### config.mk
export PLATFORM = sky130hd
export DESIGN_NAME = cpu_alu_with_flags
export DESIGN_NICKNAME = d
export VERILOG_FILES = /design/src/hdl/alu_pkg.sv /design/src/hdl/cpu_alu_with_flags.sv /design/src/hdl/alu_core.sv
export SDC_FILE = /design/constraint.sdc
export NUM_CORES = 1
export LEC_CHECK = 0
export ABC_AREA = 1
export BUFFER_PORTS_ARGS = -buffer_cell sky130_fd_sc_hd__buf_2
export CAP_MARGIN = 10
export CORE_MARGIN = 1.5
export CORE_UTILIZATION = 48
export CTS_CLUSTER_DIAMETER = 30
export DETAILED_ROUTE_END_ITERATION = 8
export GPL_ROUTABILITY_DRIVEN = 0
export PLACE_DENSITY = 0.8
export SYNTH_ARGS = -nofsm -noshare
export SYNTH_HDL_FRONTEND = slang
export SYNTH_SLANG_ARGS = --single-unit
export TNS_END_PERCENT = 50
### constraint.sdc
create_clock -name clk_i -period 4 [get_ports clk_i]
set_input_delay 0.2 -clock clk_i [delete_from_list [all_inputs] [get_ports clk_i]]
set_output_delay 0.2 -clock clk_i [all_outputs]
set_load 0.01 [all_outputs]
### src/hdl/alu_pkg.sv
// Shared types and constants for the 8-bit CPU ALU with flags.
// Used by alu_core, the top level cpu_alu_with_flags and alu_checker.
// No dependencies.
`default_nettype none

package alu_pkg;

  // Field widths of one operation beat and of one result beat.
  localparam int unsigned OP_W        = 4;
  localparam int unsigned BYTE_W      = 8;
  localparam int unsigned WIDE_W      = 16;
  localparam int unsigned FLAG_W      = 4;
  localparam int unsigned IN_DATA_W   = 40;  // 8 + 16 + 16, already whole bytes
  localparam int unsigned IN_USER_W   = 4;
  localparam int unsigned OUT_DATA_W  = 40;  // 8 + 16 + 4 + 8 = 36, padded to 40

  // Bit positions inside the flag nibble.
  localparam int unsigned FLAG_Z = 3;
  localparam int unsigned FLAG_N = 2;
  localparam int unsigned FLAG_H = 1;
  localparam int unsigned FLAG_C = 0;

  typedef enum logic [OP_W-1:0] {
    OP_LOAD  = 4'd0,
    OP_INC   = 4'd1,
    OP_DEC   = 4'd2,
    OP_ADD8  = 4'd3,
    OP_ADD16 = 4'd4,
    OP_AND   = 4'd5,
    OP_XOR   = 4'd6,
    OP_OR    = 4'd7,
    OP_SUB   = 4'd8,
    OP_SBC   = 4'd9,
    OP_CP    = 4'd10,
    OP_RRCA  = 4'd11,
    OP_RLCA  = 4'd12,
    OP_CPL   = 4'd13
  } op_e;

  typedef struct packed {
    logic [BYTE_W-1:0] byte_result;
    logic [WIDE_W-1:0] wide_result;
    logic [FLAG_W-1:0] flag_bits;
    logic [BYTE_W-1:0] acc_value;
  } alu_res_t;

endpackage

`default_nettype wire

### src/hdl/cpu_alu_with_flags.sv
// Top level of the 8-bit CPU ALU with accumulator and flags.
// Depends on alu_pkg and alu_core.
`default_nettype none

// An 8-bit CPU ALU in the style of the SM83 core, holding an accumulator and
// the Z, N, H and C flags. Each input beat carries one operation (on tuser)
// and its operands (on tdata); each produces exactly one result beat with the
// byte result, the 16-bit sum of a wide add, the new flags and the new
// accumulator. The block takes one operation per clock cycle while the output
// is not stalled; each moves from the input register to the result register.
// Throughput is set by the accumulator and flag registers: they are updated
// at the same edge at which an operation moves from the input register into
// the result register, so the next operation already sees them. The result
// register and the input register together let a new beat enter while a
// finished result still waits for the consumer. Accumulator and flags reset
// to zero. Operation codes 14 and 15 change nothing and report the current
// state.

module cpu_alu_with_flags (
  input  logic                           clk_i,
  input  logic                           rst_ni,
  input  logic                           s_axis_tvalid_i,
  output logic                           s_axis_tready_o,
  // Fields from bit 0 up: operand[7:0], wide_dest[23:8], wide_operand[39:24].
  input  logic [alu_pkg::IN_DATA_W-1:0]  s_axis_tdata_i,
  // Fields from bit 0 up: op[3:0].
  input  logic [alu_pkg::IN_USER_W-1:0]  s_axis_tuser_i,
  output logic                           m_axis_tvalid_o,
  input  logic                           m_axis_tready_i,
  // Fields from bit 0 up: byte_result[7:0], wide_result[23:8],
  // flag_bits[27:24], acc_value[35:28], zero fill[39:36].
  output logic [alu_pkg::OUT_DATA_W-1:0] m_axis_tdata_o
);
  import alu_pkg::*;

  // Input register: holds one accepted operation until it is executed.
  logic              in_valid_q;
  logic [OP_W-1:0]   in_op_q;
  logic [BYTE_W-1:0] in_operand_q;
  logic [WIDE_W-1:0] in_wdest_q;
  logic [WIDE_W-1:0] in_wop_q;

  // Architectural state.
  logic [BYTE_W-1:0] acc_q;
  logic [FLAG_W-1:0] flags_q;

  // Result register.
  logic              out_valid_q;
  alu_res_t          out_res_q;

  alu_res_t          res;
  logic              advance;
  logic              in_take;

  // The operation in the input register executes once the result register
  // is free or being emptied this cycle.
  assign advance         = in_valid_q && (!out_valid_q || m_axis_tready_i);
  assign s_axis_tready_o = !in_valid_q || advance;
  assign in_take         = s_axis_tvalid_i && s_axis_tready_o;

  alu_core u_core (
    .op_i           (in_op_q),
    .operand_i      (in_operand_q),
    .wide_dest_i    (in_wdest_q),
    .wide_operand_i (in_wop_q),
    .acc_i          (acc_q),
    .flags_i        (flags_q),
    .res_o          (res)
  );

  always_ff @(posedge clk_i or negedge rst_ni) begin
    if (!rst_ni) begin
      in_valid_q  <= 1'b0;
      out_valid_q <= 1'b0;
      acc_q       <= '0;
      flags_q     <= '0;
    end else begin
      if (in_take) begin
        in_valid_q <= 1'b1;
      end else if (advance) begin
        in_valid_q <= 1'b0;
      end
      if (advance) begin
        out_valid_q <= 1'b1;
        acc_q       <= res.acc_value;
        flags_q     <= res.flag_bits;
      end else if (m_axis_tready_i) begin
        out_valid_q <= 1'b0;
      end
    end
  end

  // Payload registers carry no reset.
  always_ff @(posedge clk_i) begin
    if (in_take) begin
      in_op_q      <= s_axis_tuser_i;
      in_operand_q <= s_axis_tdata_i[7:0];
      in_wdest_q   <= s_axis_tdata_i[23:8];
      in_wop_q     <= s_axis_tdata_i[39:24];
    end
    if (advance) begin
      out_res_q <= res;
    end
  end

  assign m_axis_tvalid_o = out_valid_q;
  assign m_axis_tdata_o  = {4'd0, out_res_q.acc_value, out_res_q.flag_bits,
                            out_res_q.wide_result, out_res_q.byte_result};

endmodule

`default_nettype wire

### src/hdl/alu_core.sv
// Combinational datapath of the ALU: one operation against the current
// accumulator and flags. Depends on alu_pkg.
`default_nettype none

module alu_core (
  input  logic [alu_pkg::OP_W-1:0]   op_i,
  input  logic [alu_pkg::BYTE_W-1:0] operand_i,
  input  logic [alu_pkg::WIDE_W-1:0] wide_dest_i,
  input  logic [alu_pkg::WIDE_W-1:0] wide_operand_i,
  input  logic [alu_pkg::BYTE_W-1:0] acc_i,
  input  logic [alu_pkg::FLAG_W-1:0] flags_i,
  output alu_pkg::alu_res_t          res_o
);
  import alu_pkg::*;

  op_e               op;
  logic              borrow;
  logic [BYTE_W:0]   add_sum;
  logic [4:0]        add_nib;
  logic [BYTE_W:0]   sub_diff;
  logic [4:0]        sub_nib;
  logic [WIDE_W:0]   wide_sum;
  logic [12:0]       wide_low;
  logic [BYTE_W-1:0] inc_val;
  logic [BYTE_W-1:0] dec_val;
  logic [BYTE_W-1:0] logic_val;

  assign op = op_e'(op_i);

  // Borrow-in is the stored carry only for subtract with borrow.
  assign borrow   = (op == OP_SBC) ? flags_i[FLAG_C] : 1'b0;

  assign add_sum  = {1'b0, acc_i} + {1'b0, operand_i};
  assign add_nib  = {1'b0, acc_i[3:0]} + {1'b0, operand_i[3:0]};
  // A negative difference shows up as the top bit of the widened result.
  assign sub_diff = {1'b0, acc_i} - {1'b0, operand_i} - {{BYTE_W{1'b0}}, borrow};
  assign sub_nib  = {1'b0, acc_i[3:0]} - {1'b0, operand_i[3:0]} - {4'd0, borrow};
  assign wide_sum = {1'b0, wide_dest_i} + {1'b0, wide_operand_i};
  assign wide_low = {1'b0, wide_dest_i[11:0]} + {1'b0, wide_operand_i[11:0]};
  assign inc_val  = operand_i + 8'd1;
  assign dec_val  = operand_i - 8'd1;

  always_comb begin
    case (op)
      OP_AND:  logic_val = acc_i & operand_i;
      OP_XOR:  logic_val = acc_i ^ operand_i;
      default: logic_val = acc_i | operand_i;
    endcase
  end

  always_comb begin
    res_o.acc_value   = acc_i;
    res_o.flag_bits   = flags_i;
    res_o.wide_result = '0;
    case (op)
      OP_LOAD: begin
        res_o.acc_value = operand_i;
      end
      OP_INC: begin
        res_o.flag_bits = {inc_val == '0, 1'b0, operand_i[3:0] == 4'hf, flags_i[FLAG_C]};
      end
      OP_DEC: begin
        res_o.flag_bits = {dec_val == '0, 1'b1, operand_i[3:0] == 4'h0, flags_i[FLAG_C]};
      end
      OP_ADD8: begin
        res_o.acc_value = add_sum[BYTE_W-1:0];
        res_o.flag_bits = {add_sum[BYTE_W-1:0] == '0, 1'b0, add_nib[4], add_sum[BYTE_W]};
      end
      OP_ADD16: begin
        res_o.wide_result = wide_sum[WIDE_W-1:0];
        res_o.flag_bits   = {flags_i[FLAG_Z], 1'b0, wide_low[12], wide_sum[WIDE_W]};
      end
      OP_AND: begin
        res_o.acc_value = logic_val;
        res_o.flag_bits = {logic_val == '0, 1'b0, 1'b1, 1'b0};
      end
      OP_XOR, OP_OR: begin
        res_o.acc_value = logic_val;
        res_o.flag_bits = {logic_val == '0, 1'b0, 1'b0, 1'b0};
      end
      OP_SUB, OP_SBC, OP_CP: begin
        if (op != OP_CP) begin
          res_o.acc_value = sub_diff[BYTE_W-1:0];
        end
        res_o.flag_bits = {sub_diff[BYTE_W-1:0] == '0, 1'b1, sub_nib[4], sub_diff[BYTE_W]};
      end
      OP_RRCA: begin
        res_o.acc_value = {acc_i[0], acc_i[BYTE_W-1:1]};
        res_o.flag_bits = {3'b000, acc_i[0]};
      end
      OP_RLCA: begin
        res_o.acc_value = {acc_i[BYTE_W-2:0], acc_i[BYTE_W-1]};
        res_o.flag_bits = {3'b000, acc_i[BYTE_W-1]};
      end
      OP_CPL: begin
        res_o.acc_value = ~acc_i;
        res_o.flag_bits = {flags_i[FLAG_Z], 1'b1, 1'b1, flags_i[FLAG_C]};
      end
      default: begin
        // Unused codes leave accumulator and flags as they are.
      end
    endcase
    // Increment and decrement report their own result; all others the accumulator.
    case (op)
      OP_INC:  res_o.byte_result = inc_val;
      OP_DEC:  res_o.byte_result = dec_val;
      default: res_o.byte_result = res_o.acc_value;
    endcase
  end

endmodule

`default_nettype wire

* After elaboration in Yosys (flattened, before gate mapping)
Cells that the tools add are included.
** Storage, ports and cells
- Register bits after elaboration :: 94
- Input port bits :: 48
- Output and inout port bits :: 42
- Logic and storage cells :: 69
** Cells by class
- Add/subtract/negate cells :: 10
- Equality and inequality tests :: 15
- Mux-type cells :: 10
- Bitwise operators :: 4
- Reductions and logical operators :: 18
** Operator list (count)
- case mux 8 bit (7 select lines) :: 1
- zero test 8 bit :: 5
- case mux 4 bit (10 select lines) :: 1
- case mux 8 bit (2 select lines) :: 2
- equality test 4 bit, second input constant :: 7
- adder 16 x 16 -> 17 bit :: 1
- equality test 4 x 3 -> 1 bit, second input constant :: 4
- adder 12 x 12 -> 13 bit :: 1
- adder 8 x 8 -> 9 bit :: 1
- subtractor 8 x 8 -> 9 bit :: 1
- subtractor 9 x 1 -> 9 bit :: 1
- adder 8 x 1 -> 8 bit, second input constant :: 1
- bitwise AND 8 bit :: 1
- equality test 4 x 2 -> 1 bit, second input constant :: 2
- zero test 4 bit :: 2
- 2-to-1 mux 8 bit :: 1
- NOT 8 bit :: 1
- bitwise OR 8 bit :: 1
- subtractor 8 x 1 -> 8 bit, second input constant :: 1
- bitwise XOR 8 bit :: 1
- OR reduction 3 bit :: 2
- adder 4 x 4 -> 5 bit :: 1
- 2-to-1 mux 1 bit :: 5
- subtractor 4 x 4 -> 5 bit :: 1
- 8 further kinds :: 12

* Longest topological paths before layout
- Word-level depth :: 6
- Depth in mapped cells :: 21
- Depth with buffers taken out :: 21

* Cells and area by module
From an unflattened synthesis, not the netlist that was laid out.
** Second synthesis, totals
- Cells, all modules :: 844
- Area, all modules :: 6555.0 um^2
** By module, submodules not included
- alu_core :: instances 1, cells an instance 697, area each 3552.2 um^2, seq. area each 0.0 um^2
- cpu_alu_with_flags :: instances 1, cells an instance 147, area each 3002.9 um^2, seq. area each 2752.6 um^2

* Worst setup path before layout
No wires, ideal clock.
- Kind :: register to register
- Start :: register in_op_q[1]
- End :: register out_res_q (netlist bit m_axis_tdata_o[34]), data pin
- Setup time :: 255 ps
- Arrival time :: 2716 ps
- Required time :: 3745 ps
- Setup slack :: 1030 ps
- Stages on the path, launching flop included :: 16
- Buffers on the path :: 0
- Clock period less this slack :: 2970 ps
- Cell sequence :: edfxtp_1 > nor2_1 > nand3_1 > fa_1 > ha_1 > nor2_1 > fa_1 > inv_1 > nand4_1 > nand3_1 > nand2_1 > nand2_1 > nand2_1 > o211ai_1 > nand4_1 > and2_1
** RTL lines
- start: declaration :: line cpu_alu_with_flags.sv:38 : logic [OP_W-1:0] in_op_q;
- start signal: assignment :: line cpu_alu_with_flags.sv:96 : in_op_q <= s_axis_tuser_i;
- end signal: assignment :: line cpu_alu_with_flags.sv:102 : out_res_q <= res;
- end: declaration :: line cpu_alu_with_flags.sv:49 : alu_res_t out_res_q;

==> metrics.cfg <==
[final_layout]
syn_to_final_growth_pct=15.33
final_layout_size_suffix_gt1_frac=0.1494
fin_nets=928
postLayoutCoreUtil=0.5670
antenna_cells=0

[power]
p_leak_nw=3.286
p_per_area_nw_per_um2=546.7
ir_drop_v=0.0003337
total_power_w=0.003912

[sta]
max_freq_ghz=0.2956
max_slew_margin=0.4458
timing.hold.ws_ns=0.01658
finalSetupTns_ns=0
hold_viol=0
rsz0062_at_grt=no
tightest_slew_ns=0.8283
skew_ns=0.009735
finalSetupViolCount=0
fin_ws_ns=0.6166
finalMaxSlewViolations=0
fin_crit_sh=0.8458
timing.final.crit_period_ns=3.383

[yosys]
synthCells=727
ys.flop_type=edfxtp_1
yosysTopAreaCell=edfxtp_1
yosys-top-cells-area=edfxtp_1 (39%), nand2_1 (11%), ha_1 (10%), dfrtp_1 (5.6%), nand3_1 (5.0%)
ys_seq_elements=94
async_flop_share=0.1489
yosysMostFrequentCell=nand2_1
synth_area_um2=6205
synth_common_cells=nand2_1 (178), inv_1 (82), edfxtp_1 (80)
synthDominantCellAreaShare=0.3872
ys_seq_area_frac=0.4436
synth-edff-count=80
ys_types=46
avgSynthCellArea_um2=8.535
yosysWarningCount=0

[critical_path]
path_class=reg -> reg
path_buf_inv=3
start_kind=flip-flop
crit_family=adder cells
end_kind=flip-flop
cp_data_arrival_time_ns=3.47
critPathSlowestCell=fa_1
crit_top_cell=nand2_1
crit_required_ns=4.08
crit_chain=inv_2 -> nand2_1 -> inv_1 -> nand3_1 -> fa_1 -> inv_1 -> ha_1 -> nor2_1 -> fa_1 -> nand2_1 -> nand2_1 -> nand2_1 -> xor2_1 -> o211ai_1 -> nand3_1 -> o21ai_1 -> o21bai_1
critPathMaxStageDelay_ns=0.52
cp_max_fo=5

[die]
die-area_um2=13620
core_um2=12620
num_rows=41
die_y_um=116.7
die_w_um=116.7
pin_count=90
start_util=0.4917

[global_route]
antenna_found_initial=0
grt_usage=0.2551
grt_max_degree=45
grt_pass1_wl_um=26010
grt_pass1_vias=5257
overflow=0

[clock_tree]
cts_max_path_buffers=2
cts_resized=0
cts_num_sinks=94
cts_root_buf=clkbuf_16
clock_latency_ns=0.35
postCtsSetupRepairBufs=0
htreeDepth=3
hold_buffers=1
cts_tree=built
clkSlewWorstSetupHoldPaths_ns=0.07
cts_buffers=9

[detailed_routing]
drc=0
drtIter0Drc=622
wl_per_cell_um=16.21
vias_per_cell=5.630
dr.pass1.iters=6
vias=5641
finalWirelength_um=16240
drtAntennaViolNets=0

[run_status]
status=complete, no violations

[placement]
preCtsSetupSlack_ns=0.7441
portBuffers=85
place_hpwl_um=12560

[run]
cap_violations=0

[worst_hold_path]
hold_path_class=in -> reg

[logic make-up after synthesis]
kind of cell               Yosys count  synth area share
and+or+nand+nor                    343            0.2446
AOI/OAI and AO/OA                  126            0.1172
xor gates and xnor gates            12           0.01694
buffers and inverters               96           0.06130
DFF                                 94            0.4436
other                                1         0.0006044
adders and majority gates           55            0.1157
[metrics by stage]
step | instances | area [um^2]
5_1_grt | 1002 | 7156
6_report | 1002 | 7156
3_3_place_gp | 985 | 6855
2_1_floorplan | 730 | 6216
4_1_cts | 1002 | 7156
3_5_place_dp | 985 | 6855
[sequential cells by signal, indices dropped and copies added (netlist names)]
name,cells
m_axis_tdata_o,36
in_wdest_q,16
in_op_q,4
in_wop_q,16
acc_q,8
in_operand_q,8
m_axis_tvalid_o,1
flags_q,4
in_valid_q,1
[cell type report]
class	count	area [um^2]
Fill cell	1180	5464
Multi-Input combinational cell	540	3083
Sequential cell	94	2753
Timing Repair Buffer	93	488.0
Inverter	87	326.6
Clock buffer	10	229.0
Tap cell	172	215.2
Clock inverter	6	61.31
[worst paths after layout]
| check | start | end | slack [ns] | cells after the start |
|---|---|---|---|---|
| worst max register to register | in_op_q[2]$_DFFE_PP_ | m_axis_tdata_o[4]$_DFFE_PP_ | 0.62 | 17 |
| max in group asynchronous | rst_ni | flags_q[2]$_DFFE_PN0P_ | 3.36 | 2 |
| worst min-delay path | s_axis_tdata_i[2] | in_operand_q[2]$_DFFE_PP_ | 0.02 | 1 |
| worst max-delay path | in_op_q[2]$_DFFE_PP_ | m_axis_tdata_o[4]$_DFFE_PP_ | 0.62 | 17 |
| min in group asynchronous | rst_ni | acc_q[1]$_DFFE_PN0P_ | 0.33 | 2 |
| worst min register to register | flags_q[3]$_DFFE_PN0P_ | flags_q[3]$_DFFE_PN0P_ | 0.50 | 2 |
[where the power goes]
part,switching [W],total (W),leakage [nW],internal (W)
clock network,0.000366,0.000850,0.145,0.000485
logic,0.00109,0.00165,2.19,0.000566
registers,0.000147,0.00141,0.955,0.00126
total,0.00160,0.00391,3.29,0.00231
[layout by cell type (no fill, tap or decap), types with 3 or more instances in the layout]
cell       netlist  layout
nand2_2          3       3
o21bai_1         3       3
conb_1           1       4
nand2_1        178     178
o21ai_1          4       4
fa_1             4       4
nor2_1          58      58
buf_4            5       7
nor3_1           8       8
o31ai_1          3       3
o21ai_0         42      42
a21o_1           4       4
clkbuf_16        0       9
dfrtp_1         14      14
nand3b_1         4       4
o22ai_1          8       8
buf_2            1      85
edfxtp_1        80      80
a21oi_1         38      38
inv_1           82      81
inv_2            4       4
ha_1            51      51
a31oi_1          5       5
nand4_1         15      15
clkinv_1         1       3
or2_2            4       4
xor2_1          10      10
nand3_1         62      62
o211ai_1         9       9
[per-layer routing]
metal  up-vias  global-route usage  part of all wire
li1       2691                   -                 -
met1      2532              0.3194              0.38
met2       334              0.4016              0.45
met3        84             0.06487              0.11
met4         0              0.1486             0.056
met5         -                   0                 0
No activity file was read; power rests on OpenSTA's default activity.
